==> src/sv/b64s_pkg.sv <==
// shared types and constants for the binary64 square root pipeline
package b64s_pkg;

    localparam int unsigned EXP_W   = 11;
    localparam int unsigned FRAC_W  = 52;
    localparam int unsigned ROOT_W  = 53;
    localparam int unsigned RAD_W   = 106;
    localparam int unsigned REM_W   = 56;
    localparam int unsigned N_ITER  = 53;
    localparam logic [EXP_W-1:0] EXP_ALL_ONES = 11'h7ff;
    localparam logic [EXP_W:0]   EXP_BIAS     = 12'd1023;

    // control and sideband that travel with each item
    typedef struct packed {
        logic             valid;
        logic             rejected;
        logic [EXP_W-1:0] exp;
    } t_side;

    typedef struct packed {
        logic [RAD_W-1:0]  rad;
        logic [REM_W-1:0]  rem;
        logic [ROOT_W-1:0] root;
    } t_work;

endpackage

==> src/sv/b64s_round.sv <==
// round to nearest, renormalize and pack the result
module b64s_round (
    input  logic                i_clk,
    input  logic                i_rst_n,
    input  logic                i_ce,
    input  b64s_pkg::t_side     i_side,
    input  b64s_pkg::t_work     i_work,
    output logic                o_valid,
    output logic [63:0]         o_root_bits,
    output logic                o_rejected
);
    import b64s_pkg::*;

    logic              up;
    logic [ROOT_W:0]   rounded;
    logic [EXP_W-1:0]  exp_adj;
    logic [63:0]       n_bits;
    logic              r_valid;
    logic [63:0]       r_bits;
    logic              r_rej;

    always_comb begin
        // (2r+1)^2 < 4*rad exactly when the remainder exceeds r
        up      = i_work.rem > {{(REM_W-ROOT_W){1'b0}}, i_work.root};
        rounded = {1'b0, i_work.root} + {{ROOT_W{1'b0}}, up};
        if (rounded[ROOT_W]) begin
            exp_adj = i_side.exp + 11'd1;
            n_bits  = {1'b0, exp_adj, {FRAC_W{1'b0}}};
        end else begin
            exp_adj = i_side.exp;
            n_bits  = {1'b0, exp_adj, rounded[FRAC_W-1:0]};
        end
        if (i_side.rejected) begin
            n_bits = '0;
        end
    end

    always_ff @(posedge i_clk) begin
        if (!i_rst_n) begin
            r_valid <= 1'b0;
        end else if (i_ce) begin
            r_valid <= i_side.valid;
        end
        if (i_ce) begin
            r_bits <= n_bits;
            r_rej  <= i_side.rejected;
        end
    end

    assign o_valid     = r_valid;
    assign o_root_bits = r_bits;
    assign o_rejected  = r_rej;
endmodule

==> config.mk <==
export PLATFORM = sky130hd
export DESIGN_NAME = b64s_round
export DESIGN_NICKNAME = d
export VERILOG_FILES = /design/src/sv/b64s_pkg.sv /design/src/sv/b64s_round.sv
export SDC_FILE = /design/constraint.sdc
export NUM_CORES = 1
export LEC_CHECK = 0
export BUFFER_PORTS_ARGS = -buffer_cell sky130_fd_sc_hd__buf_2
export CAP_MARGIN = 40
export CORE_UTILIZATION = 24
export DETAILED_ROUTE_END_ITERATION = 8
export HOLD_SLACK_MARGIN = 0.12
export PLACE_DENSITY = 0.51
export SYNTH_ARGS = -nofsm -noshare
export SYNTH_HDL_FRONTEND = slang
export SYNTH_SLANG_ARGS = --single-unit
export TNS_END_PERCENT = 1
==> constraint.sdc <==
create_clock -name i_clk -period 5.69 [get_ports i_clk]
set_input_delay 0.2845 -clock i_clk [delete_from_list [all_inputs] [get_ports i_clk]]
set_output_delay 0.2845 -clock i_clk [all_outputs]
set_load 0.05 [all_outputs]
## Yosys cells after proc, flatten, opt, wreduce, memory -nomap -nowiden

Cells that the tools add are included.

| operators by class | value |
|---|---|
| $add $sub $neg | 2 |
| $lt $le $gt $ge | 1 |
| multiplexer cells | 1 |
| reductions and logical operators | 1 |

Operators by type and width:

| kind | number |
|---|---|
| 2-to-1 mux 63 bit | 1 |
| greater-than comparator 56 x 53 -> 1 bit | 1 |
| adder 53 x 1 -> 54 bit | 1 |
| adder 11 x 1 -> 11 bit, second input constant | 1 |
| OR reduction 2 bit | 1 |

| storage, ports and cells | value |
|---|---|
| register bits | 66 |
| input port bits | 231 |
| output and inout port bits | 66 |
| logic and storage cells | 9 |

## Logic depth before layout (Yosys ltp)

| logic depth | value |
|---|---|
| depth after elaboration | 3 |
| mapped depth | 17 |
| mapped depth without buffers | 16 |

## Worst setup path after synthesis

No wires, ideal clock.

| timing | value |
|---|---|
| kind | input-to-reg |
| start | in i_work[22] (netlist name) |
| end | reg r_bits[18], in the netlist o_root_bits[18] (data pin) |
| setup time | 0.257 ns |
| data arrival time | 3.409 ns |
| data required time | 5.433 ns |
| slack | 2.024 ns |
| cell stages on the path | 16 |
| path buffers | 0 |
| path through | inv_1 ha_1 nand4_1 or4_1 a21oi_1 o21ai_0 and4b_1 a211oi_1 ha_1 ha_1 nand3_1 or3_1 or3_1 nor3_1 xnor2_1 nor2_1 |

| on the way | value |
|---|---|
| cells in the longest elaborated chain, start to end | 3 |

Ends and longest elaborated chain:

| element | RTL line | RTL |
|---|---|---|
| from (decl) | b64s_round.sv:7 | `input b64s_pkg::t_work i_work,` |
| greater-than comparator 56 x 53 -> 1 bit | b64s_round.sv:24 | `up = i_work.rem > {{(REM_W-ROOT_W){1'b0}}, i_work.root};` |
| adder 53 x 1 -> 54 bit (*) | b64s_round.sv:25 | `rounded = {1'b0, i_work.root} + {{ROOT_W{1'b0}}, up};` |
| OR reduction 2 bit (no source line) | -- |  |
| to (signal assigned) | b64s_round.sv:45 | `r_bits <= n_bits;` |
| to (decl) | b64s_round.sv:19 | `logic [63:0] r_bits;` |

Mark *: on every way between the ends. The rest lies on a longest branch, timed or not.
A chain may end at the register's enable or synchronous reset.

## Final worst setup path

| timing | value |
|---|---|
| start | in i_work[21] (netlist name) |
| end | reg r_bits[19], in the netlist o_root_bits[19] (data pin) |

Same word-level chain as after synthesis.

==> results_dict.tcl <==
set metrics [dict create \
    status "complete, no violations" \
    worst_slew_pin_slew_ps 616 \
    num_vias 4325 \
    totalWireLength_mm 14.6 \
    num_rows 52 \
    peakVddDrop_v 0.000127 \
    drive_gt1_frac 0.324 \
    grt_remaining_overflow 0 \
    synth_top_family_by_area "simple AND/OR/NAND/NOR gates" \
    cts_buffer_depth 2 \
    synthTopCellsByCount "nor2_1 (77), edfxtp_1 (64), ha_1 (56), inv_1 (55), xnor2_1 (47)" \
    cts.reportedPaths.clkPinSlew_ps 60 \
    critPathKind "primary input to flip-flop" \
    grt_pass1_wl_mm 23.1 \
    viasPerCell 4.41 \
    cts_tree "built" \
    synth-simple-area-share 0.232 \
    hp-class "primary input to flip-flop" \
    hold_viol 0 \
    fin_setup_tns_ps 0 \
    ff_latch_area_um2 1940 \
    dr.pass1.iters 4 \
    fmax_mhz 227 \
    muxShareOfSynthArea 0.0239 \
    gr-max-usage-layer "met2" \
    ios 297 \
    synth.area.top_cells "edfxtp_1 (39%), ha_1 (14%), xnor2_1 (8.3%)" \
    die_area_um2 21300 \
    fp.dieH_um 146 \
    synth_edf_count 64 \
    ys_seq_elements 65 \
    synthArstFlopShare 0 \
    synth_most_common_cell "nor2_1" \
    io_buffers 189 \
    area_growth_pct 31.4 \
    rsz0062_at_grt "no" \
    crit_required_ps 5780 \
    yosysTopAreaCellShare 0.386 \
    grt_pass1_vias 4213 \
    cts.sinks 65 \
    synth_xor_xnor_area_share 0.0826 \
    fin_worst_skew_ps 0 \
    ant_nets 0 \
    post_cts_buffers 0 \
    final_cells 981 \
    worst_setup_path_start_kind "primary input" \
    ys.flop_type "edfxtp_1" \
    power.density_nw_per_um2 243 \
    synth_top_cell_by_area "edfxtp_1" \
    grt_max_degree 47 \
    critical_path.max_fanout 46 \
    ctsResizeCount 0 \
    antenna_found_initial 1 \
    period_share 0.775 \
    yosys_warnings 0 \
    grt_util_met3 0.0350 \
    synth_area_um2 4980 \
    fin_crit_ps 4410 \
    n_fill_cell 2182 \
    hpwl_mm 11.8 \
    initial_core_util 0.245 \
    synth.yosys.seq_area_share 0.390 \
    die_w_um 146 \
    numCtsBuffers 9 \
    relSlewSlack 0.586 \
    ys_types 54 \
    grtUsageTotal 0.142 \
    place_congestion 0.781 \
    hold_ws_ps 163 \
    multi_input_area_um2 2740 \
    synthCells 515 \
    place_inst 964 \
    drv_cap 0 \
    syn_area_per_cell_um2 9.67 \
    wire_per_inst_um 14.9 \
    met1_usage 0.185 \
    p_leak_nw 2.98 \
    finalNetCount 992 \
    gr-usage-met2 0.228 \
    drcViolationCount 0 \
    synth_fa_ha_area_frac 0.141 \
    drtIter0Drc 221 \
    arrival_ps 4500 \
    coreArea_um2 20300 \
    post-route-cell-area_um2 6550 \
    setup-violations-final 0 \
    post_dp_cell_area_um2 6230 \
    synth_compound_area_frac 0.0706 \
    cp-end-kind "flip-flop" \
    clk_latency_ps 340 \
    htree_levels 3 \
    synthesis.nets 802 \
    final-max-slew-violation-count 0 \
    hold_buffers 0 \
    clockRootBuffer "clkbuf_16" \
]
==> final timing paths <==
path	start	slack (ps)	depth (start not counted)	to
min reg2reg	o_valid	520	2	o_valid
min	i_rst_n	160	2	o_valid
max reg2reg	o_valid	5100	2	o_valid
max	i_work[21]	1280	17	o_root_bits[19]
==> worst max-delay path: stages <==
cell,delay (ps)
buf_2,150
inv_1,60
ha_1,290
nand4_1,150
or4_1,610
a21oi_1,150
o21ai_0,110
and4b_1,230
a211oi_1,370
ha_1,290
nand4_1,180
nor2_1,270
nand3_1,240
nor2_2,520
or2_2,230
buf_12,240
nor2_1,80
==> area by class of cell <==
class / instances / area share
antenna: 1 / 0.000382
inverter: 55 / 0.0315
multi-input combinational: 382 / 0.419
sequential: 65 / 0.297
clock buffer: 9 / 0.0344
timing repair buffer: 192 / 0.152
clock inverter: 7 / 0.0143
tap: 270 / 0.0516
==> flip-flops by register name, summed over array words and instances (netlist names) <==
signal and cells:
o_root_bits 63, o_rejected 1, o_valid 1
==> cell usage in the layout (no fill, tap or decap), drive strengths merged, types with 2 or more instances in the layout <==
cell	netlist	final
buf	10	192
nor2	78	78
ha	56	56
o21a	2	2
o21ai	10	10
a41o	3	3
and4	5	5
a211oi	2	2
edfxtp	64	64
xnor2	47	47
o211ai	3	3
a21oi	24	24
bufinv	0	2
clkinv	0	3
a311oi	3	3
and2	5	5
nand2	24	24
clkbuf	2	9
a211o	2	2
mux2	8	8
inv	55	56
nand3	27	27
nor4b	2	2
or3	3	3
nor4	7	7
nor3	9	9
nor2b	10	10
and3	9	9
nand4	28	28
a21o	2	2
==> power by group <==
group | internal [W] | total [W] | switching (W)
clock | 0.000384 | 0.000618 | 0.000234
combinational | 0.000124 | 0.000398 | 0.000274
sequential | 0.000569 | 0.000577 | 0.00000849
total | 0.00108 | 0.00159 | 0.000516
==> per-layer routing <==
metal  vias to the layer above  part of all wire  wire, um
met3                        13             0.065       949
li1                       2218                 -         -
met2                       130              0.46      6720
met5                         -           0.00068        10
met4                         2             0.015       226
met1                      1962              0.46      6730
==> kinds of logic (layout without fill, tap and decap cells) <==
group,count (synthesis),in the layout
buffers and inverters,68,263
other,1,2
adders and majority gates,56,56
AOI/OAI and AO/OA,56,56
xor gates and xnor gates,47,47
muxes,9,9
DFF,65,65
and+or+nand+nor,213,213
==> stage by stage <==
step | utilization | power, W | setup slack, ps
2_1_floorplan | - | 0.000850 | 2020
3_3_place_gp | 0.306 | 0.000987 | 753
3_5_place_dp | 0.307 | 0.000990 | 766
4_1_cts | 0.322 | 0.00162 | 1120
5_1_grt | 0.322 | 0.00167 | 795
6_report | 0.323 | 0.00159 | 1280
Note: power is estimated with default switching activity, not from simulation.
