$ cat config.mk
export PLATFORM = sky130hd
export DESIGN_NAME = b64s_front
export DESIGN_NICKNAME = d
export VERILOG_FILES = /design/src/sv/b64s_pkg.sv /design/src/sv/b64s_front.sv
export SDC_FILE = /design/constraint.sdc
export NUM_CORES = 1
export LEC_CHECK = 0
export BUFFER_PORTS_ARGS = -buffer_cell sky130_fd_sc_hd__buf_2
export CORE_UTILIZATION = 30
export CTS_BUF_LIST = sky130_fd_sc_hd__clkbuf_4 sky130_fd_sc_hd__clkbuf_8 sky130_fd_sc_hd__clkbuf_16
export CTS_CLUSTER_DIAMETER = 50
export DETAILED_ROUTE_END_ITERATION = 8
export SETUP_SLACK_MARGIN = 0.02
export SYNTH_ARGS = -nofsm -noshare
export SYNTH_HDL_FRONTEND = slang
export SYNTH_SLANG_ARGS = --single-unit
$ cat constraint.sdc
create_clock -name i_clk -period 1.8 [get_ports i_clk]
set_input_delay 0.09 -clock i_clk [delete_from_list [all_inputs] [get_ports i_clk]]
set_output_delay 0.09 -clock i_clk [all_outputs]
set_load 0.03 [all_outputs]
$ cat src/sv/b64s_pkg.sv
// shared types and constants for the binary64 square root pipeline
package b64s_pkg;

    localparam int unsigned EXP_W   = 11;
    localparam int unsigned FRAC_W  = 52;
    localparam int unsigned ROOT_W  = 53;
    localparam int unsigned RAD_W   = 106;
    localparam int unsigned REM_W   = 56;
    localparam int unsigned N_ITER  = 53;
    localparam logic [EXP_W-1:0] EXP_ALL_ONES = 11'h7ff;
    localparam logic [EXP_W:0]   EXP_BIAS     = 12'd1023;

    // control and sideband that travel with each item
    typedef struct packed {
        logic             valid;
        logic             rejected;
        logic [EXP_W-1:0] exp;
    } t_side;

    typedef struct packed {
        logic [RAD_W-1:0]  rad;
        logic [REM_W-1:0]  rem;
        logic [ROOT_W-1:0] root;
    } t_work;

endpackage

$ cat src/sv/b64s_front.sv
// operand unpack and radicand setup stage
module b64s_front (
    input  logic                i_clk,
    input  logic                i_rst_n,
    input  logic                i_ce,
    input  logic                i_valid,
    input  logic [63:0]         i_operand_bits,
    output b64s_pkg::t_side     o_side,
    output b64s_pkg::t_work     o_work
);
    import b64s_pkg::*;

    logic [EXP_W-1:0] efield;
    logic [53:0]      sig;
    logic [EXP_W:0]   exp_sum;
    t_side            r_side, n_side;
    t_work            r_work, n_work;

    always_comb begin
        efield  = i_operand_bits[62:52];
        // odd unbiased exponent means even field: double the significand
        if (efield[0]) begin
            sig = {2'b01, i_operand_bits[51:0]};
        end else begin
            sig = {1'b1, i_operand_bits[51:0], 1'b0};
        end
        exp_sum          = {1'b0, efield} + EXP_BIAS;
        n_side.valid     = i_valid;
        n_side.rejected  = (efield == '0) || (efield == EXP_ALL_ONES) || i_operand_bits[63];
        n_side.exp       = exp_sum[EXP_W:1];
        n_work.rad       = {sig, {FRAC_W{1'b0}}};
        n_work.rem       = '0;
        n_work.root      = '0;
    end

    always_ff @(posedge i_clk) begin
        if (!i_rst_n) begin
            r_side.valid <= 1'b0;
        end else if (i_ce) begin
            r_side.valid <= n_side.valid;
        end
        if (i_ce) begin
            r_side.rejected <= n_side.rejected;
            r_side.exp      <= n_side.exp;
            r_work          <= n_work;
        end
    end

    assign o_side = r_side;
    assign o_work = r_work;
endmodule

**Word level (Yosys, flattened, before mapping)**

Index checks and enable logic that the tools add are counted.

- Register bits after elaboration: 67
- Output and inout port bits: 228
- Word-level logic and storage cells: 12

- Add/sub/neg operators: 1
- Equal/unequal tests: 1
- Mux-type cells: 1
- Reduce and logical (&&, ||, !) cells: 3

Operator list:

| operator | number |
|---|---|
| 54-bit 2-to-1 mux | 1 |
| 11-bit by 10-bit adder with 12-bit output (second input constant) | 1 |
| 11-bit == test (second input constant) | 1 |
| 11-bit zero test | 1 |
| 1-bit logical OR | 2 |

**Logic depth before layout (Yosys ltp)**

Gate-level depths: netlist of run 1.

- Word-level depth: 3
- Gate-level depth with buffers: 6
- Gate-level depth less buffers: 5

**Least setup slack after synthesis of run 1**

No wires, ideal clock.

- Path kind: in2reg
- Start point: input port i_operand_bits[52]
- End point: register r_side (netlist bit o_side[7]), data pin
- Data arrival time: 1.364 ns
- Data required time: 1.534 ns
- Slack: 0.171 ns
- Stages: 6
- Path buffers: 1
- Cells stage by stage: clkbuf_1 -> inv_1 -> ha_1 -> or4b_4 -> nor4_4 -> xor2_1

- Word-level cells in the longest chain between the ends: 1

Ends and longest elaborated chain:

| item | RTL line | text |
|---|---|---|
| from (decl) | b64s_front.sv:7 | `input logic [63:0] i_operand_bits,` |
| 11-bit by 10-bit adder with 12-bit output | b64s_front.sv:27 | `exp_sum = {1'b0, efield} + EXP_BIAS;` |
| named net exp_sum[8] | b64s_front.sv:15 | `logic [EXP_W:0] exp_sum;` |
| to (decl) | b64s_front.sv:16 | `t_side r_side, n_side;` |

The timed path passes the listed nets, and every way through them passes these cells.
A chain may end at the register's enable or synchronous reset.

**Worst setup path in the final report of run 1**

- Start point: input port i_operand_bits[53]
- End point: register r_side (netlist bit o_side[7]), data pin

Same word-level chain as after synthesis.

==> results.sh, run 1 <==
export IMPL_reg2reg_depth=2
export IMPL_critPathSlowestCell="or4b_4"
export IMPL_drtAntennaViolNets=0
export IMPL_slew_viol_final=0
export IMPL_chipHeight_um=119
export IMPL_cts_tree="yes"
export IMPL_slowest_delay_ps=530
export IMPL_numCtsBuffers=9
export IMPL_cts_resized=0
export IMPL_fmaxAchievable_mhz=771
export IMPL_num_rows=42
export IMPL_worstHoldPathType="in2reg"
export IMPL_drtIter0Drc=163
export IMPL_grt_max_degree=68
export IMPL_end_kind="register"
export IMPL_synth_seq_cells=67
export IMPL_die_area_mm2=0.0143
export IMPL_io_buffers=134
export IMPL_ff2ff_setup_slack_ps=1220
export IMPL_layout_commonest_cell="conb_1"
export IMPL_ys_warn_count=0
export IMPL_clock_tree_root_cell="clkbuf_16"
export IMPL_hp_start="i_valid"
export IMPL_worstPathCellList="buf_2 -> inv_1 -> ha_1 -> or4b_4 -> nor4_4 -> xor2_1"
export IMPL_whs_path_depth=3
export IMPL_wl_per_cell_um=11.7
export IMPL_reg2reg_to="o_side[12]"
export IMPL_cts_setup_buffers=0
export IMPL_grt_overflow_total=0
export IMPL_power_total_mw=4.78
export IMPL_htree_levels=3
export IMPL_vias=2341
export IMPL_min_to="o_side[12]"
export IMPL_io_pins=296
export IMPL_hpwl_mm=5.90
export IMPL_ir_drop_uv=334
export IMPL_crit_fanout=4
export IMPL_mostFrequentLayoutCells="conb_1 (161), buf_2 (134), edfxtp_1 (66)"
export IMPL_antenna_found_initial=3
export IMPL_synthCells=327
export IMPL_drive_above_1_share_pct=44.3
export IMPL_final_core_util_pct=35.6
export IMPL_setup_viol=0
export IMPL_tns_ps=0
export IMPL_syn_avg_cell_area_um2=12.7
export IMPL_clock_path_buffers=2
export IMPL_drt_pass1_iter_count=4
export IMPL_cp_data_required_time_ps=1870
export IMPL_ys_seq_area_share_pct=48.4
export IMPL_final_nets=541
export IMPL_status="complete, no violations"
export IMPL_die_x_um=119
export IMPL_vias_per_cell=3.60
export IMPL_netlist_area_mm2=0.00414
export IMPL_cp_arrival_ps=1360
export IMPL_area_growth_pct=14.8
export IMPL_drv_cap=0
export IMPL_route_detailed_drc=0
export IMPL_start_kind="input port"
export IMPL_finClkSkew_ps=0
export IMPL_synth_cell_types=28
export IMPL_post_route_period_util_pct=72.0
export IMPL_grt_setup_unrepaired="no"
export IMPL_initial_core_util_pct=31.0
export IMPL_fin_crit_ps=1300
export IMPL_path_class="in2reg"
export IMPL_grt_pass1_wl_mm=10.5
export IMPL_wirelength_mm=7.62
export IMPL_p_per_area_mw_per_mm2=1010
export IMPL_grt_use_total_pct=10.2
export IMPL_coreArea_mm2=0.0133
export IMPL_clk_pin_slew_ps=50
export IMPL_clk_latency_ps=330
export IMPL_grt_pass1_vias=1941
export IMPL_cts_sinks=67
export IMPL_gp_congestion=0.802
export IMPL_hold_viol_final=0
export IMPL_p_leak_nw=2.22
export IMPL_timing_rr_start="o_side[12]"
export IMPL_cts_hold_buffers_added=1
## synth_stat cells
master | n | share of area, %
or4_4 | 1 | 0.27
xor2_1 | 4 | 0.85
o31ai_1 | 1 | 0.18
nand4b_4 | 1 | 0.57
a311o_1 | 1 | 0.24
conb_1 | 1 | 0.091
dfxtp_1 | 1 | 0.48
nor3_2 | 1 | 0.24
nor2b_1 | 2 | 0.30
nor2_1 | 4 | 0.36
nand4_1 | 2 | 0.30
clkbuf_1 | 2 | 0.18
xnor2_1 | 4 | 0.85
edfxtp_1 | 66 | 48
mux2_2 | 51 | 14
or4b_4 | 1 | 0.33
and2_1 | 1 | 0.15
mux2i_1 | 1 | 0.24
nor4_4 | 1 | 0.51
nand3_1 | 1 | 0.12
buf_4 | 161 | 29
inv_1 | 4 | 0.36
ha_1 | 3 | 0.91
buf_2 | 4 | 0.48
or2_2 | 1 | 0.15
o21a_1 | 1 | 0.18
nor3_1 | 3 | 0.36
nand2_1 | 3 | 0.27
## worst max-delay path by stage
| stage | depth (start not counted) | startpoint | slack [ps] | end |
|---|---|---|---|---|
| 6_report | 6 | i_operand_bits[53] | 500 | o_side[7] |
| 4_1_cts | 6 | i_operand_bits[53] | 520 | o_side[7] |
| 3_5_place_dp | 6 | i_operand_bits[53] | 170 | o_side[7] |
| 5_1_grt | 6 | i_operand_bits[53] | 430 | o_side[7] |
| 2_1_floorplan | 6 | i_operand_bits[52] | 170 | o_side[7] |
| 3_3_place_gp | 6 | i_operand_bits[53] | 220 | o_side[7] |
## metal layers
layer  global-route usage, %  vias up  routed length (µm)
met4                    5.86        4                 162
met5                       0        -                  34
met1                    10.8     1051                2770
li1                        -     1093                   -
met3                    4.69       13                 944
met2                    16.6      180                3710
## sequential cells by signal, summed over array words and instances (netlist names)
name	flops
o_side	13
o_work	54
## cell type report
class,instances,area (µm²)
multi-input combinational,249,1490
fill,1340,8600
sequential,67,2000
timing repair buffer,139,736
inverter,4,15.0
clock inverter,3,40.0
antenna,1,2.50
clock buffer,12,248
tap,176,220
## logic make-up after synthesis
| kind of cell | after synthesis | share of synthesized area, % |
|---|---|---|
| AOI/OAI and AO/OA | 3 | 0.605 |
| xor gates and xnor gates | 8 | 1.69 |
| adders and majority gates | 3 | 0.907 |
| buffers and inverters | 171 | 30.2 |
| DFF | 67 | 48.4 |
| muxes | 52 | 14.1 |
| other | 1 | 0.0906 |
| and+or+nand+nor | 22 | 3.96 |
## metrics by stage
| step | cells | worst slack (ps) | hold slack, ps | area (µm²) |
|---|---|---|---|---|
| detailed placement | 634 | 167 | 315 | 4450 |
| global placement | 634 | 221 | 305 | 4450 |
| global route | 651 | 429 | 19.3 | 4750 |
| finish | 651 | 504 | 29.8 | 4750 |
| floorplan | 487 | 171 | 202 | 4740 |
| CTS | 650 | 515 | 21.5 | 4750 |
## critical path: cells and delay by family
kind | cells | cell delay (ps)
xor gates and xnor gates | 1 | 100
adders and majority gates | 1 | 230
buffers and inverters | 2 | 250
and+or+nand+nor | 2 | 690
## power breakdown
group	internal (mW)	switching, mW
Clock	1.10	0.592
Combinational	0.253	0.918
Sequential	1.88	0.0325
Total	3.24	1.54
Note: power is estimated with default switching activity, not from simulation.
==> run 2: changes to the inputs <==
Clock period 1.8 ns to 1.2 ns, I/O delays scaled along.
==> results.sh, run 2 (same netlist as run 1, synthesis figures left out) <==
export IMPL_status="complete, no violations"
export IMPL_setup_viol=0
export IMPL_grt_pass1_vias=2130
export IMPL_seq_area_mm2=0.00200
export IMPL_numCtsBuffers=9
export IMPL_clk_latency_ps=320
export IMPL_coreArea_mm2=0.0133
export IMPL_end_kind="register"
export IMPL_fmaxAchievable_mhz=863
export IMPL_clock_path_buffers=2
export IMPL_final_nets=562
export IMPL_drt_pass1_iter_count=4
export IMPL_htree_levels=3
export IMPL_largest_reg_flops=54
export IMPL_drtAntennaViolNets=0
export IMPL_fin_ws_ps=40.8
export IMPL_grt_max_degree=32
export IMPL_final_cells=673
export IMPL_wl_per_cell_um=11.4
export IMPL_path_class="in2reg"
export IMPL_critPathLaunch="i_rst_n"
export IMPL_grt_pass1_wl_mm=11.2
export IMPL_io_buffers=134
export IMPL_worstPathCellList="dlygate4sd3_1 -> buf_2 -> nor2b_1 -> dlygate4sd3_1"
export IMPL_whs_path_depth=2
export IMPL_placement_cell_area_mm2=0.00461
export IMPL_cts_sinks=67
export IMPL_drtIter0Drc=150
export IMPL_hold_viol_final=0
export IMPL_slew_viol_final=0
export IMPL_worstHoldPathType="in2reg"
export IMPL_slowest_delay_ps=550
export IMPL_initial_core_util_pct=31.0
export IMPL_grt_use_total_pct=10.4
export IMPL_final_core_util_pct=37.0
export IMPL_drv_cap=0
export IMPL_cp_arrival_ps=1370
export IMPL_route_detailed_drc=0
export IMPL_start_kind="input port"
export IMPL_mostFrequentLayoutCells="conb_1 (161), buf_2 (133), edfxtp_1 (66)"
export IMPL_crit_path_frequent_cell="dlygate4sd3_1"
export IMPL_critPathSlowestCell="dlygate4sd3_1"
export IMPL_die_x_um=119
export IMPL_fin_crit_ps=1160
export IMPL_chipHeight_um=119
export IMPL_die_area_mm2=0.0143
export IMPL_multi_input_area_mm2=0.00150
export IMPL_cts_tree="yes"
export IMPL_min_to="o_work[173]"
export IMPL_hp_start="i_operand_bits[11]"
export IMPL_ir_drop_uv=534
export IMPL_clk_pin_slew_ps=50
export IMPL_cp_data_required_time_ps=1410
export IMPL_power_total_mw=7.20
export IMPL_vias_per_cell=3.62
export IMPL_reg2reg_depth=3
export IMPL_p_leak_nw=2.33
export IMPL_grt_overflow_total=0
export IMPL_placedCellCount=653
export IMPL_num_rows=42
export IMPL_gp_congestion=0.844
export IMPL_finClkSkew_ps=0
export IMPL_layout_commonest_cell="conb_1"
export IMPL_post_route_period_util_pct=96.6
export IMPL_drive_above_1_share_pct=46.6
export IMPL_pre_cts_ws_ps=-281
export IMPL_wirelength_mm=7.67
export IMPL_design_area_mm2=0.00494
export IMPL_reg2reg_to="o_side[12]"
export IMPL_timing_rr_start="o_side[12]"
export IMPL_hpwl_mm=6.22
export IMPL_vias=2437
export IMPL_clock_tree_root_cell="clkbuf_16"
export IMPL_p_per_area_mw_per_mm2=1460
export IMPL_fill_cells=1308
export IMPL_crit_fanout=1
export IMPL_grt_setup_unrepaired="yes"
export IMPL_antenna_found_initial=1
export IMPL_area_growth_pct=19.4
export IMPL_io_pins=296
export IMPL_ff2ff_setup_slack_ps=60
## run 2: metrics by stage
stage	hold slack, ps	setup TNS [ps]
after floorplan	172	-549
after global placement	276	-1130
after detailed placement	287	-1930
after CTS	39.2	0
after global routing	41.1	0
final	56.0	0
## run 2: critical path, delay by kind of cell
| family | cells | cell delay, ps |
|---|---|---|
| AND/OR/NAND/NOR | 1 | 110 |
| buffers and inverters | 3 | 1200 |
## run 2: final cells by class
| class | instances | share of cell area [%] |
|---|---|---|
| clock buffer | 10 | 4.71 |
| clock inverter | 6 | 1.14 |
| inverter | 4 | 0.456 |
| antenna | 1 | 0.0506 |
| tap | 176 | 4.46 |
| multi-input combinational | 249 | 30.4 |
| sequential | 67 | 40.5 |
| timing repair buffer | 160 | 18.2 |
## run 2: repair_timing
action / 4_1_cts / 5_1_grt
setup endpoints to repair: 0 / 2
hold buffers: 3 / 0
buffers inserted: 0 / 0
hold endpoints to repair: 2 / 0
gates resized for setup: 0 / 2
## run 2: worst max path at each step
stage	cells after the start	slack (ps)	to
floorplan	6	-230	o_side[9]
CTS	5	60	o_side[12]
global placement	6	-250	o_side[9]
finish	4	40	o_side[12]
global route	3	20	o_side[12]
detailed placement	6	-280	o_side[9]
## run 2: per-layer routing
layer | part of all wire [%] | vias up | GRT usage [%]
met2 | 50 | 175 | 17.7
met5 | 0 | - | 0
li1 | - | 1134 | -
met1 | 38 | 1121 | 11.5
met4 | 1.4 | 0 | 4.92
met3 | 11 | 7 | 3.74
## run 2: where the power goes
part,internal (mW),switching (mW)
Combinational,0.426,1.40
Clock,1.61,0.893
Sequential,2.82,0.0515
Total,4.86,2.34
==> run 3: changes to the inputs <==
Clock period 1.2 ns to 1.1 ns, I/O delays scaled along.
==> results.sh, run 3 (same netlist as run 1, synthesis figures left out) <==
export IMPL_status="complete, no violations"
export IMPL_vias=2401
export IMPL_whs_path_depth=2
export IMPL_placedCellCount=648
export IMPL_largest_reg_flops=54
export IMPL_hold_viol_final=0
export IMPL_cp_data_required_time_ps=1170
export IMPL_path_class="in2reg"
export IMPL_io_pins=296
export IMPL_diodes=0
export IMPL_post_route_period_util_pct=96.0
export IMPL_clock_tree_root_cell="clkbuf_16"
export IMPL_reg2reg_depth=2
export IMPL_clock_path_buffers=2
export IMPL_cp_arrival_ps=1130
export IMPL_route_detailed_drc=0
export IMPL_final_cells=668
export IMPL_hold_slack_ps=22.3
export IMPL_drtAntennaViolNets=0
export IMPL_worstPathCellList="buf_6 -> inv_8 -> ha_4 -> or4b_4 -> nor3_2 -> xnor2_1"
export IMPL_grt_setup_unrepaired="no"
export IMPL_cts_tree="yes"
export IMPL_slew_viol_final=0
export IMPL_p_per_area_mw_per_mm2=1560
export IMPL_wl_per_cell_um=11.3
export IMPL_area_growth_pct=18.9
export IMPL_setup_viol=0
export IMPL_num_rows=42
export IMPL_worstHoldPathType="in2reg"
export IMPL_drv_cap=0
export IMPL_die_x_um=119
export IMPL_layout_commonest_cell="conb_1"
export IMPL_htree_levels=3
export IMPL_fmaxAchievable_mhz=947
export IMPL_final_nets=558
export IMPL_grt_pass1_vias=2043
export IMPL_wirelength_mm=7.58
export IMPL_fill_cells=1323
export IMPL_critPathSlowestCell="or4b_4"
export IMPL_critPathBufInv=2
export IMPL_die_area_mm2=0.0143
export IMPL_drive_above_1_share_pct=46.5
export IMPL_grt_pass1_wl_mm=10.5
export IMPL_gp_congestion=0.793
export IMPL_clk_latency_ps=320
export IMPL_tns_ps=0
export IMPL_grt_overflow_total=0
export IMPL_drt_pass1_iter_count=4
export IMPL_grt_use_total_pct=10.0
export IMPL_slowest_delay_ps=500
export IMPL_crit_fanout=4
export IMPL_hpwl_mm=5.99
export IMPL_chipHeight_um=119
export IMPL_cts_sinks=67
export IMPL_initial_core_util_pct=31.0
export IMPL_cp_num_cells=6
export IMPL_io_buffers=134
export IMPL_vias_per_cell=3.59
export IMPL_ir_drop_uv=585
export IMPL_fin_crit_ps=1060
export IMPL_p_leak_nw=2.30
export IMPL_end_kind="register"
export IMPL_mostFrequentLayoutCells="conb_1 (161), buf_2 (132), edfxtp_1 (66)"
export IMPL_finClkSkew_ps=0
export IMPL_coreArea_mm2=0.0133
export IMPL_clk_pin_slew_ps=50
export IMPL_drtIter0Drc=163
export IMPL_power_total_mw=7.67
export IMPL_grt_max_degree=36
export IMPL_numCtsBuffers=9
export IMPL_start_kind="input port"
export IMPL_critPathTopFamily="simple AND/OR/NAND/NOR gates"
export IMPL_antenna_found_initial=0
==> run 3: changes by cell type in the layout (fill, tap and decap cells not counted), sizes merged <==
cell / before / now
buf: 156 / 153
bufinv: 1 / 0
clkinv: 4 / 3
clkinvlp: 1 / 2
diode: 1 / 0
==> run 3: area by class of cell <==
cell class              count  area (µm²)  area share, %
flip-flops and latches     67        2000           40.7
multi-input cells         249        1500           30.4
inverters                   4        25.0          0.509
clock inverters             5        30.0          0.610
well taps                 176         220           4.47
clock buffers              11         240           4.88
repair buffers            156         906           18.4
==> run 3: repair_timing <==
action                     4_1_cts  5_1_grt
hold buffers                     3        0
pin swaps                        1        2
resized for setup                2        4
setup buffers                    0        1
hold endpoints to repair         2        0
setup endpoints to repair        2        2
==> run 3: worst paths after layout <==
| check | startpoint | endpoint | slack (ps) |
|---|---|---|---|
| max | i_operand_bits[52] | o_side[9] | 40 |
| min | i_operand_bits[63] | o_side[11] | 20 |
| max reg2reg | o_side[12] | o_side[12] | 510 |
| min reg2reg | o_side[12] | o_side[12] | 530 |
==> run 3: report_power, final <==
part | switching, mW | leakage (nW) | internal [mW]
clock | 0.992 | 0.132 | 1.56
combinational | 1.52 | 1.52 | 0.468
sequential | 0.0543 | 0.654 | 3.08
==> run 3: per-layer routing <==
metal | share of wire [%] | up-vias | global-route usage, %
li1 | - | 1119 | -
met1 | 36 | 1096 | 10.2
met2 | 51 | 177 | 17.6
met3 | 12 | 9 | 4.02
met4 | 1.7 | 0 | 5.08
met5 | 0 | - | 0
==> run 3: per-stage QoR <==
stage               util [%]  worst slack, ps  cell area (µm²)
floorplan                  -             -322             4780
global placement        34.4             -348             4600
detailed placement      34.4             -367             4600
CTS                     36.7             38.1             4900
global route            36.9             23.9             4920
finish                  36.9             43.9             4920
