==> config.mk <==
export PLATFORM = sky130hd
export DESIGN_NAME = b64s_stage
export DESIGN_NICKNAME = d
export VERILOG_FILES = /design/src/sv/b64s_pkg.sv /design/src/sv/b64s_stage.sv
export SDC_FILE = /design/constraint.sdc
export NUM_CORES = 1
export LEC_CHECK = 0
export ABC_AREA = 1
export BUFFER_PORTS_ARGS = -buffer_cell sky130_fd_sc_hd__clkbuf_2
export CORE_MARGIN = 2
export CORE_UTILIZATION = 35
export DETAILED_ROUTE_END_ITERATION = 7
export SLEW_MARGIN = 20
export SYNTH_ARGS = -nofsm -noshare
export SYNTH_HDL_FRONTEND = slang
export SYNTH_SLANG_ARGS = --single-unit
==> constraint.sdc <==
create_clock -name i_clk -period 2.3 [get_ports i_clk]
set_clock_uncertainty 0.1 [all_clocks]
set_input_delay 0 -clock i_clk [delete_from_list [all_inputs] [get_ports i_clk]]
set_output_delay 0 -clock i_clk [all_outputs]
set_load 0.005 [all_outputs]
==> src/sv/b64s_pkg.sv <==
// shared types and constants for the binary64 square root pipeline
package b64s_pkg;

    localparam int unsigned EXP_W   = 11;
    localparam int unsigned FRAC_W  = 52;
    localparam int unsigned ROOT_W  = 53;
    localparam int unsigned RAD_W   = 106;
    localparam int unsigned REM_W   = 56;
    localparam int unsigned N_ITER  = 53;
    localparam logic [EXP_W-1:0] EXP_ALL_ONES = 11'h7ff;
    localparam logic [EXP_W:0]   EXP_BIAS     = 12'd1023;

    // control and sideband that travel with each item
    typedef struct packed {
        logic             valid;
        logic             rejected;
        logic [EXP_W-1:0] exp;
    } t_side;

    typedef struct packed {
        logic [RAD_W-1:0]  rad;
        logic [REM_W-1:0]  rem;
        logic [ROOT_W-1:0] root;
    } t_work;

endpackage

==> src/sv/b64s_stage.sv <==
// one restoring square root step: one root bit per stage
module b64s_stage (
    input  logic                i_clk,
    input  logic                i_rst_n,
    input  logic                i_ce,
    input  b64s_pkg::t_side     i_side,
    input  b64s_pkg::t_work     i_work,
    output b64s_pkg::t_side     o_side,
    output b64s_pkg::t_work     o_work
);
    import b64s_pkg::*;

    logic [REM_W-1:0] shifted;
    logic [REM_W-1:0] trial;
    t_side            r_side;
    t_work            r_work, n_work;

    always_comb begin
        shifted = {i_work.rem[REM_W-3:0], i_work.rad[RAD_W-1 -: 2]};
        trial   = {1'b0, i_work.root, 2'b01};
        n_work.rad = {i_work.rad[RAD_W-3:0], 2'b00};
        if (shifted >= trial) begin
            n_work.rem  = shifted - trial;
            n_work.root = {i_work.root[ROOT_W-2:0], 1'b1};
        end else begin
            n_work.rem  = shifted;
            n_work.root = {i_work.root[ROOT_W-2:0], 1'b0};
        end
    end

    always_ff @(posedge i_clk) begin
        if (!i_rst_n) begin
            r_side.valid <= 1'b0;
        end else if (i_ce) begin
            r_side.valid <= i_side.valid;
        end
        if (i_ce) begin
            r_side.rejected <= i_side.rejected;
            r_side.exp      <= i_side.exp;
            r_work          <= n_work;
        end
    end

    assign o_side = r_side;
    assign o_work = r_work;
endmodule

Word level (Yosys, flattened, before mapping)
Cells that the tools add are included.
{"block": "classes", "muxes": 1, "addsub": 1, "n_lt_le_gt_ge": 1}
{"cell": "$mux 109", "n": 1}
{"cell": "$ge 56x55->1", "n": 1}
{"cell": "$sub 56x55->56", "n": 1}
{"block": "word_totals", "wordCells": 9, "reg_bits": 226, "input_bits": 231}

Logic depth before layout (Yosys ltp)
Gate-level depths: netlist (run 1).
{"block": "depth", "depth_word": 2, "ltp_mapped": 16}

Worst setup path before layout (run 1)
OpenSTA, ideal clock, no wires.
{"block": "synth_path", "kind": "input port to flip-flop", "from": "input port i_work[5] (netlist bit)", "to": "register r_work (netlist bit o_work[62]) (data pin)", "setup_slack_ns": 0.488, "path_stages": 15, "t_arrival_ns": 1.455, "setup_ns": 0.257, "path_cell_list": "inv_1 ha_1 nand2_1 inv_1 nand2_1 nand2_1 inv_1 nand2_1 nand2_1 nand3b_2 nand2_2 nand3_4 inv_4 buf_6 o21ai_2"}
{"element": "start: declaration", "line_no": "b64s_stage.sv:7", "source": "input b64s_pkg::t_work i_work,"}
{"element": "end signal: assignment", "line_no": "b64s_stage.sv:40", "source": "r_work <= n_work;"}
{"element": "end: declaration", "line_no": "b64s_stage.sv:16", "source": "t_work r_work, n_work;"}

==> metrics, run 1 <==
die width around 200 um; first-pass GRT wire length 74.6 mm; Die Y 196 um; DP Wirelength 39.1 mm; fin crit share 97.7%; min Tclk post-route 2.25 ns; Mapped Cells 1560; H-tree Lvls 1; Tightest Hold Check Type in2reg; critical path type in2reg; Hold Violations, Final 0; adder-cell share of the synthesized area 5.35%; CTS root buf clkbuf_16; Area Overhead vs Synth 59.9%; num rows 70; global placement routability congestion between 0.9 and 1; Syn Area/Cell 8.25 sq um; Psw 3610 uW; # DRC 0; layout cell share with drive strength beyond 1 a little under a third; Post-Synth XOR/XNOR Area 2.04%; CORE AREA 36400 sq um; vias in the first global route 12.9k; routed vias/inst 4.45; Logic pwr share 26.5%; DR pass1 iterations 5; Longest Clk Path Bufs 3; starting density of the core 35.3%; Num CTS Buffers 26; Worst Path Arrival 2.44 ns; Slew Limit Fails 0; largest net degree at the start of global routing 67; Clock Latency Late Sink around 0.55 ns; Reg power frac between 40% and 50%; crit-path max FO 8; Peak supply drop around 0.00054 V; Worst setup SP type input pin; die area 38300 sq um; critical path capture point type flip-flop; clock power share 32.6%; Pwr Density 610 nW/um^2; worst-margin pin slew ~0.56 ns; synthesized area 12900 sq um; fin cells roughly 2.9k; DRT Wirelength 51.9 mm; Peak Freq 0.445 GHz; final setup TNS 0 ns; DR vias 12.7k; hold slack 0.0310 ns; nets approximately 2.7k; filler cell count 3325; internal power 8940 uW; P_leak 0.0104 uW; Setup WS post-layout 0.0527 ns; global route overflow 0; num ports 459; multi-input combinational cell area 5420 sq um; number of synthesis warnings 0; Synth Area in Compound Gates under 10%; initial antenna violation count 3; number of synthesized register bits 226; Yosys cell types 29; routed len/inst between 15 and 20 um; outcome completed; Tot GR Track Use 25.8%; post-synthesis mux area share 0%; Clock transition at path regs approximately 0.06 ns; post-route ant nets 0; largest family of logic cells by synthesized area simple AND/OR/NAND/NOR gates; # setup viols final 0; leading cell types in the layout, fill and taps excluded nand2_1, clkbuf_2, inv_1, dlygate4sd3_1, edfxtp_1; Core Util, Final around 56%; CTS tree built; commonest non-fill, non-tap cell in the layout nand2_1; Slew HR 62.6%; clock net sink count 226; Sw Share between 20 and 30%; post-synthesis simple-gate area fraction approximately a quarter; DP Worst Slack -0.0806 ns; register area share after synthesis 52.7%; WP data required 2.50 ns; FF+latch area ~6800 sq um; Post-Place Cells 2569; IO buf count 454; Reg2Reg Setup Slack 0.89 ns; Iter 0 DRT Violations 598; Max-cap violations 0
## path summary, 6_finish.rpt
kind / endpoint / cells after the start / from
setup / recovery: o_work[73] / 17 / i_work[23]
hold / removal: o_work[62] / 5 / i_work[7]
setup reg to reg: o_side[12] / 3 / o_side[12]
hold reg to reg: o_side[12] / 3 / o_side[12]
## state kept, by name, summed over array words and instances, names as in the netlist
| name | cells |
|---|---|
| o_side | 13 |
| o_work | 213 |
## cell usage after synthesis, drive strengths merged
cell type | n | area, sq um
edfxtp | 225 | 6760
xnor2 | 24 | 210
xor2 | 6 | 52.6
nor2 | 99 | 397
nand3b | 12 | 93.8
nor4 | 1 | 6.26
ha | 55 | 688
o21ai | 33 | 240
dfxtp | 1 | 20.0
a21oi | 30 | 150
or2 | 1 | 6.26
nor3 | 7 | 35.0
inv | 359 | 1350
nand2 | 614 | 2310
nand3 | 67 | 348
buf | 13 | 125
and2 | 3 | 18.8
nand4 | 9 | 56.3
conb | 1 | 3.75
## per-layer routing
layer	track usage, %	vias up	part of all wire, %
li1	-	6439	-
met2	45.8	370	49
met5	0	-	0
met4	9.48	0	4.0
met1	31.1	5837	42
met3	4.95	85	5.2
## worst max-delay path: stages
cell           delay, ns
dlygate4sd3_1       0.58
clkbuf_2            0.14
inv_1               0.07
ha_4                0.28
nand2_1             0.10
nor2_4              0.16
nand2_4             0.09
inv_1               0.07
nand2_1             0.08
nor2_1              0.11
nand2_2             0.08
nand3_4             0.13
clkinv_8            0.08
buf_12              0.14
clkbuf_16           0.17
nand2_1             0.08
o21ai_2             0.06
## power groups by stage
stage,Clock (uW),Sequential [uW],Combinational [uW]
global route,4340,5170,3650
global placement,0,5210,2690
CTS,4210,5130,3050
floorplan,0,5260,1220
detailed placement,0,5210,2700
finish,4090,5140,3330
## cell families after synthesis
| logic type | after synthesis |
|---|---|
| compound gates | 63 |
| fa+ha+maj | 55 |
| flops | 226 |
| simple gates | 813 |
| xor+xnor | 30 |
| other cells | 1 |
| buf+inv | 372 |
## through the flow
step                      power [uW]  cell area (sq um)
after floorplan                 6480              12900
after global placement          7900              16400
after detailed placement        7910              16400
after CTS                      12400              19600
after global routing           13200              20600
final                          12600              20600
## area by class of cell
type / instances / share of cell area (%)
inverter: 359 / 6.61
clock buffer: 35 / 3.47
clock inverter: 12 / 0.566
timing repair buffer: 793 / 27.2
multi-input combinational: 963 / 26.4
sequential: 226 / 32.9
antenna: 3 / 0.0365
tap: 468 / 2.85
## what timing repair did
action | CTS | global route
endpoints found under the hold margin | 284 | 1
setup endpoints to repair | 0 | 56
hold buffers | 228 | 1
setup buffers | 0 | 10
resized for setup | 0 | 140
Note: power is estimated with default switching activity, not from simulation.
==> run 2, diff against run 1 <==
--- a/config.mk
+++ b/config.mk
@@ -5,7 +5,7 @@
 export SDC_FILE = /design/constraint.sdc
 export NUM_CORES = 1
 export LEC_CHECK = 0
-export ABC_AREA = 1
+export ABC_AREA = 0
 export BUFFER_PORTS_ARGS = -buffer_cell sky130_fd_sc_hd__clkbuf_2
 export CORE_MARGIN = 2
 export CORE_UTILIZATION = 35
==> run 2 against run 1 <==
The flow now finishes with violations (negative hold slack). Synthesized cell count fell by 42%. Global-route usage fell by 2.5 points. Critical path type unchanged. Clock-buffer cell count fell by 5. Sequential share of layout area rose by 2.3 points. Via count fell by 16%.
==> metrics, run 2 <==
ys flop type edfxtp_1 (unchanged); critical path capture point type flip-flop (unchanged); num ports 459 (unchanged); Reg power frac 41.4% (was 40.9%); Worst setup SP type input pin (unchanged); starting density of the core 35.3% (about the same); Peak Freq 0.435 GHz (was 0.445 GHz); Psw 3420 uW (was 3610 uW); P_leak 0.00859 uW (was 0.0104 uW); Pwr Density 649 nW/um^2 (was 610 nW/um^2); Die Y 182 um (was 196 um); post-synthesis async set-or-reset flop share 0% (unchanged); RSZ-0062 raised after global routing true; outcome complete, but fails checks (was completed); Clock Latency Late Sink 0.55 ns (about the same); die width 182 um (was 196 um); die area 33000 sq um (was 38300 sq um); number of flops mapped to enable cells by yosys 225 (unchanged); CTS root buf clkbuf_16 (unchanged); layout cell share with drive strength beyond 1 45.1% (was 31.3%); nets 2086 (was 2655); IO buf count 454 (unchanged); clock power share 33.6% (was 32.6%); first-pass GRT wire length 59.6 mm (was 74.6 mm); Longest Clk Path Bufs 3 (unchanged); global route overflow 0 (unchanged); Yosys cell types 66 (was 29); DR pass1 iterations 5 (unchanged); Area Overhead vs Synth 73.8% (was 59.9%); Iter 0 DRT Violations 532 (was 598); most frequent cell after synthesis edfxtp_1 (was nand2_1); Post-Place Cells 1924 (was 2569); largest net degree at the start of global routing 62 (was 67); Slew HR 64.6% (was 62.6%); hold slack -0.441 ns (was 0.0310 ns); DP Area 15400 sq um (was 16400 sq um); top post-synthesis cells by area edfxtp_1, ha_1, nand2_1 (was edfxtp_1, nand2_1, inv_1); Tot GR Track Use 23.3% (was 25.8%); routed len/inst 18.7 um (was 18.2 um); Clock transition at path regs 0.06 ns (about the same); top cell type by total area after synthesis edfxtp_1 (unchanged); fin cells 2226 (was 2859); Tightest Hold Check Type in2reg (unchanged); WP data required 2.49 ns (was 2.50 ns); global placement routability congestion 0.879 (was 0.910); CTS tree built (unchanged); leading cell types in the layout, fill and taps excluded clkbuf_2, dlygate4sd3_1, edfxtp_1, buf_4, nand2_1 (was nand2_1, clkbuf_2, inv_1, dlygate4sd3_1, edfxtp_1); failing checks negative hold slack; num rows 65 (was 70); # setup viols final 0 (unchanged); DP Wirelength 29.0 mm (was 39.1 mm); Hold Violations, Final 6 (was 0); Sw Share 27.4% (was 28.8%); # DRC 0 (unchanged); clock net sink count 226 (unchanged); Syn Area/Cell 12.2 sq um (was 8.25 sq um); Num CTS Buffers 27 (was 26); filler cell count 2490 (was 3325); synthesized area 11100 sq um (was 12900 sq um); Slew Limit Fails 0 (unchanged); CORE AREA 31300 sq um (was 36400 sq um); crit-path max FO 7 (was 8); number of synthesis warnings 0 (unchanged); DRT Wirelength 41.6 mm (was 51.9 mm); Worst Path Arrival 2.49 ns (was 2.44 ns); DR vias 10.7k (was 12.7k); critical path type in2reg (unchanged); vias in the first global route 10.7k (was 12.9k); max FFs per register 213 (unchanged); fin crit share 99.9% (was 97.7%); worst-margin pin slew 0.530 ns (was 0.562 ns); Logic pwr share 25.0% (was 26.5%); commonest non-fill, non-tap cell in the layout clkbuf_2 (was nand2_1); internal power 9050 uW (was 8940 uW); DP Worst Slack -0.688 ns (was -0.0806 ns); post-route cell area 19200 sq um (was 20600 sq um); top cell type's share of synthesized area 61.1% (was 52.5%); Mapped Cells 905 (was 1560); Peak supply drop 0.000535 V (was 0.000542 V); post-route ant nets 0 (unchanged); post-layout total power 12500 uW (was 12600 uW); initial antenna violation count 4 (was 3); Max-cap violations 0 (unchanged); Setup WS post-layout 0.00297 ns (was 0.0527 ns); routed vias/inst 4.80 (was 4.45); most frequent cells after synthesis edfxtp_1, nand2_1, inv_1 (was nand2_1, inv_1, edfxtp_1); number of synthesized register bits 226 (unchanged); H-tree Lvls 1 (unchanged); register area share after synthesis 61.3% (was 52.7%); min Tclk post-route 2.30 ns (was 2.25 ns)
==> run 2: changes by cell type after synthesis, sizes merged, moves of 38 or more <==
cell	delta
nand2	-515
inv	-289
nor2	-60
nand3	-62
a21oi	+38
o21ai	+52
==> run 2: routing by layer <==
layer / global-route usage, % / share of wire [%]
met5: 0 / 0.055
met4: 9.72 / 4.6
met3: 4.73 / 6.3
met2: 41.7 / 51
met1: 27.2 / 38
==> run 2: final timing paths <==
| check | start | end | slack, ns | depth (start not counted) |
|---|---|---|---|---|
| min reg2reg | o_side[12] | o_side[12] | 1.04 | 3 |
| max | i_work[6] | o_work[93] | 0.003 | 13 |
| min | i_work[19] | o_work[20] | -0.44 | 1 |
| max reg2reg | o_side[12] | o_side[12] | 1.00 | 3 |
==> run 2: cell type report <==
cell class,count,area [sq um],share of cell area (%)
flip-flops and latches,226,6780,35.3
repair buffers,903,6420,33.4
multi-input cells,572,4370,22.7
clock buffers,30,687,3.58
well taps,402,503,2.62
inverters,70,273,1.42
clock inverters,20,176,0.919
diodes,3,7.51,0.0391
==> run 2: worst max-delay path: stages <==
cell      delay (ns)
buf_6           0.10
inv_2           0.06
ha_4            0.22
buf_6           0.13
o21ai_1         0.26
o21bai_2        0.15
a31oi_2         0.25
a21oi_2         0.11
o311ai_2        0.23
a21o_1          0.19
and4_4          0.37
buf_6           0.13
mux2_4          0.29
==> run 2: logic make-up (layout without fill, tap and decap cells) <==
logic type | after synthesis | after routing | share of synthesized area, %
adder cells (fa/ha/maj) | 55 | 55 | 6.23
other | 1 | 5 | 0.0339
flip-flops | 226 | 226 | 61.3
XOR/XNOR | 50 | 50 | 3.96
buffers and inverters | 109 | 1023 | 4.61
AO/OA/AOI/OAI | 253 | 253 | 14.6
multiplexers | 6 | 6 | 0.555
AND/OR/NAND/NOR | 205 | 206 | 8.71
==> run 2: repair_timing <==
item,in CTS,in global routing
hold buffers,218,11
pin swaps,8,55
gates resized for setup,6,108
setup endpoints to repair,50,57
buffers inserted,6,16
gates cloned,2,0
hold endpoints to repair,283,14
==> run 2: metrics by stage <==
stage,hold slack (ns),util (%),TNS [ns]
after floorplan,-0.00113,-,-2.47
after global placement,0.0777,49.3,-32.58
after detailed placement,0.0786,49.3,-35.26
after CTS,-0.479,59.4,0
after global routing,-0.461,61.3,-0.334
final,-0.441,61.3,0
==> run 2: power by group through the flow <==
stage | registers, uW | clock network (uW) | logic (uW)
2_1_floorplan | 5270 | 0 | 1090
3_3_place_gp | 5230 | 0 | 2540
3_5_place_dp | 5230 | 0 | 2570
4_1_cts | 5150 | 4290 | 2930
5_1_grt | 5190 | 4450 | 3370
6_report | 5160 | 4190 | 3120
==> run 3, diff against run 2 <==
--- a/config.mk
+++ b/config.mk
@@ -7,10 +7,11 @@
 export LEC_CHECK = 0
 export ABC_AREA = 0
 export BUFFER_PORTS_ARGS = -buffer_cell sky130_fd_sc_hd__clkbuf_2
+export CORE_ASPECT_RATIO = 0.6
 export CORE_MARGIN = 2
 export CORE_UTILIZATION = 35
 export DETAILED_ROUTE_END_ITERATION = 7
-export SLEW_MARGIN = 20
+export SLEW_MARGIN = 30
 export SYNTH_ARGS = -nofsm -noshare
 export SYNTH_HDL_FRONTEND = slang
 export SYNTH_SLANG_ARGS = --single-unit
==> run 3 against run 2 <==
The flow finishes with violations (negative hold slack, negative setup slack). Worst hold slack improved by 0.17 ns. Fmax decreased by 1.4%. Sequential cell count did not move. Sequential share of layout area decreased by 0.20 points. Largest cell class unchanged.
==> metrics, run 3 (synthesis results as in run 2) <==
Iter 0 DRT Violations 706 (was 532); clock net sink count 226 (unchanged); leading cell types in the layout, fill and taps excluded clkbuf_2, dlygate4sd3_1, edfxtp_1, buf_4, nand2_1 (unchanged); num rows 50 (was 65); starting density of the core 35.5% (was 35.3%); Clock Latency Late Sink 0.51 ns (was 0.55 ns); largest net degree at the start of global routing 71 (was 62); max FFs per register 213 (unchanged); Psw 3280 uW (was 3420 uW); CP peak stage delay 0.43 ns (was 0.37 ns); P_leak 0.00861 uW (was 0.00859 uW); routed len/inst 18.1 um (was 18.7 um); Sw Share 26.1% (was 27.4%); routed vias/inst 4.73 (was 4.80); worst hold path startpoint i_work[60] (was i_work[19]); fin crit share 101% (was 99.9%); Hold Path End o_work[62] (was o_work[20]); DP Wirelength 29.2 mm (was 29.0 mm); layout cell share with drive strength beyond 1 46.2% (was 45.1%); # DRC 0 (unchanged); failing checks negative hold slack, negative setup slack (was negative hold slack); reg2reg path depth 3 (unchanged); Pwr Density 650 nW/um^2 (was 649 nW/um^2); worst-path cell chain clkbuf_2 -> inv_4 -> ha_4 -> buf_4 -> and3_4 -> a221o_2 -> a211oi_4 -> a211oi_4 -> a31oi_4 -> o41ai_4 -> a311o_1 -> xnor2_1 (was buf_6 -> inv_2 -> ha_4 -> buf_6 -> o21ai_1 -> o21bai_2 -> a31oi_2 -> a21oi_2 -> o311ai_2 -> a21o_1 -> and4_4 -> buf_6 -> mux2_4); Slowest-stage cell, CP a221o_2 (was and4_4); hold path depth 3 (was 1); FF+latch area 6780 sq um (unchanged); CTS root buf clkbuf_16 (unchanged); r2r endpoint o_side[12] (unchanged); die width 233 um (was 182 um); commonest non-fill, non-tap cell in the layout clkbuf_2 (unchanged); Tot GR Track Use 23.3% (about the same); DR vias 10.6k (was 10.7k); critical path type in2reg (unchanged); first-pass GRT wire length 59.4 mm (was 59.6 mm); filler cell count 2538 (was 2490); IO buf count 454 (unchanged); min Tclk post-route 2.33 ns (was 2.30 ns); nets 2084 (was 2086); internal power 9270 uW (was 9050 uW); Area Overhead vs Synth 74.8% (was 73.8%); Clock transition at path regs 0.07 ns (was 0.06 ns); multi-input combinational cell area 4540 sq um (was 4370 sq um); Tightest Hold Check Type in2reg (unchanged); Num CTS Buffers 23 (was 27); critical path capture point type flip-flop (unchanged); Slew Limit Fails 0 (unchanged); Reg power frac 41.1% (was 41.4%); worst-margin pin slew 0.610 ns (was 0.530 ns); Post-Place Cells 1942 (was 1924); Reg2Reg Setup Slack 1.04 ns (was 1.00 ns); Max-cap violations 0 (unchanged); Longest Clk Path Bufs 3 (unchanged); Logic pwr share 25.3% (was 25.0%); CTS tree built (unchanged); H-tree Lvls 1 (unchanged); WP data required 2.49 ns (about the same); Peak Freq 0.429 GHz (was 0.435 GHz); num ports 459 (unchanged); vias in the first global route 10.5k (was 10.7k); initial antenna violation count 5 (was 4); CORE AREA 31200 sq um (was 31300 sq um); Hold Violations, Final 3 (was 6); Setup WS post-layout -0.0297 ns (was 0.00297 ns); Worst setup SP type input pin (unchanged); crit-path max FO 3 (was 7); Die Y 142 um (was 182 um); Slew HR 59.4% (was 64.6%); global route overflow 0 (unchanged); most used cell, CP a211oi_4 (was buf_6); fin cells 2235 (was 2226); post-layout total power 12600 uW (was 12500 uW); outcome complete, but fails checks (unchanged); DRT Wirelength 40.5 mm (was 41.6 mm); clock power share 33.6% (about the same); DP Worst Slack -0.776 ns (was -0.688 ns); DR pass1 iterations 5 (unchanged); RSZ-0062 raised after global routing true (unchanged); hold slack -0.270 ns (was -0.441 ns); reg2reg start o_side[12] (unchanged); Worst Path Arrival 2.52 ns (was 2.49 ns); global placement routability congestion 0.859 (was 0.879); post-route ant nets 0 (unchanged); die area 33100 sq um (was 33000 sq um); # setup viols final 1 (was 0); Peak supply drop 0.000673 V (was 0.000535 V); worst setup path start i_work[8] (was i_work[6])
-- run 3: changes by cell type in the layout (fill, tap and decap cells not counted), sizes merged, moves of 4 or more --
cell,before,now
clkinv,14,3
clkbuf,469,475
bufinv,2,6
dlygate4sd3,229,225
-- run 3: power by group through the flow --
stage	logic, uW	registers, uW	clock network [uW]
after detailed placement	2580	5230	0
after CTS	2920	5150	4310
after global placement	2560	5230	0
final	3170	5160	4220
after floorplan	1090	5270	0
after global routing	3450	5190	4470
-- run 3: through the flow --
stage / cell area, sq um / setup TNS, ns / utilization, %
floorplan: 11300 / -2.47 / -
finish: 19300 / -0.0297 / 62.0
global placement: 15400 / -31.72 / 49.6
global route: 19300 / -0.164 / 62.0
CTS: 18600 / -0.0933 / 59.6
detailed placement: 15400 / -34.46 / 49.6
-- run 3: timing repair --
item / CTS / global route
hold buffers: 220 / 5
gates resized for setup: 11 / 125
hold endpoints to repair: 286 / 8
pin swaps: 10 / 45
endpoints found under the setup margin: 44 / 56
setup buffers: 4 / 18
gates cloned: 0 / 1
-- run 3: cell type report --
cell class	count	share of cell area, %
inverter	70	1.42
tap	416	2.69
clock inverter	11	1.09
antenna	4	0.0518
clock buffer	31	3.24
timing repair buffer	905	32.9
sequential	226	35.1
multi-input combinational	572	23.5
-- run 3: worst max-delay path, delay by kind of cell --
| family | cells | cell delay (ns) |
|---|---|---|
| XOR/XNOR | 1 | 0.13 |
| buffers and inverters | 3 | 0.29 |
| AO/OA/AOI/OAI | 6 | 1.73 |
| adder cells (fa/ha/maj) | 1 | 0.23 |
| AND/OR/NAND/NOR | 1 | 0.14 |
-- run 3: per-layer routing --
metal,share of wire [%],global-route usage (%)
met3,7.0,4.82
met5,0,0
met1,47,34.6
met2,44,35.4
met4,1.3,4.16
-- run 3: worst max-delay path by stage --
stage / to / slack, ns
after floorplan: o_work[108] / -0.12
final: o_work[108] / -0.03
after detailed placement: o_work[103] / -0.78
after CTS: o_work[103] / -0.05
after global placement: o_work[103] / -0.74
after global routing: o_work[108] / -0.06
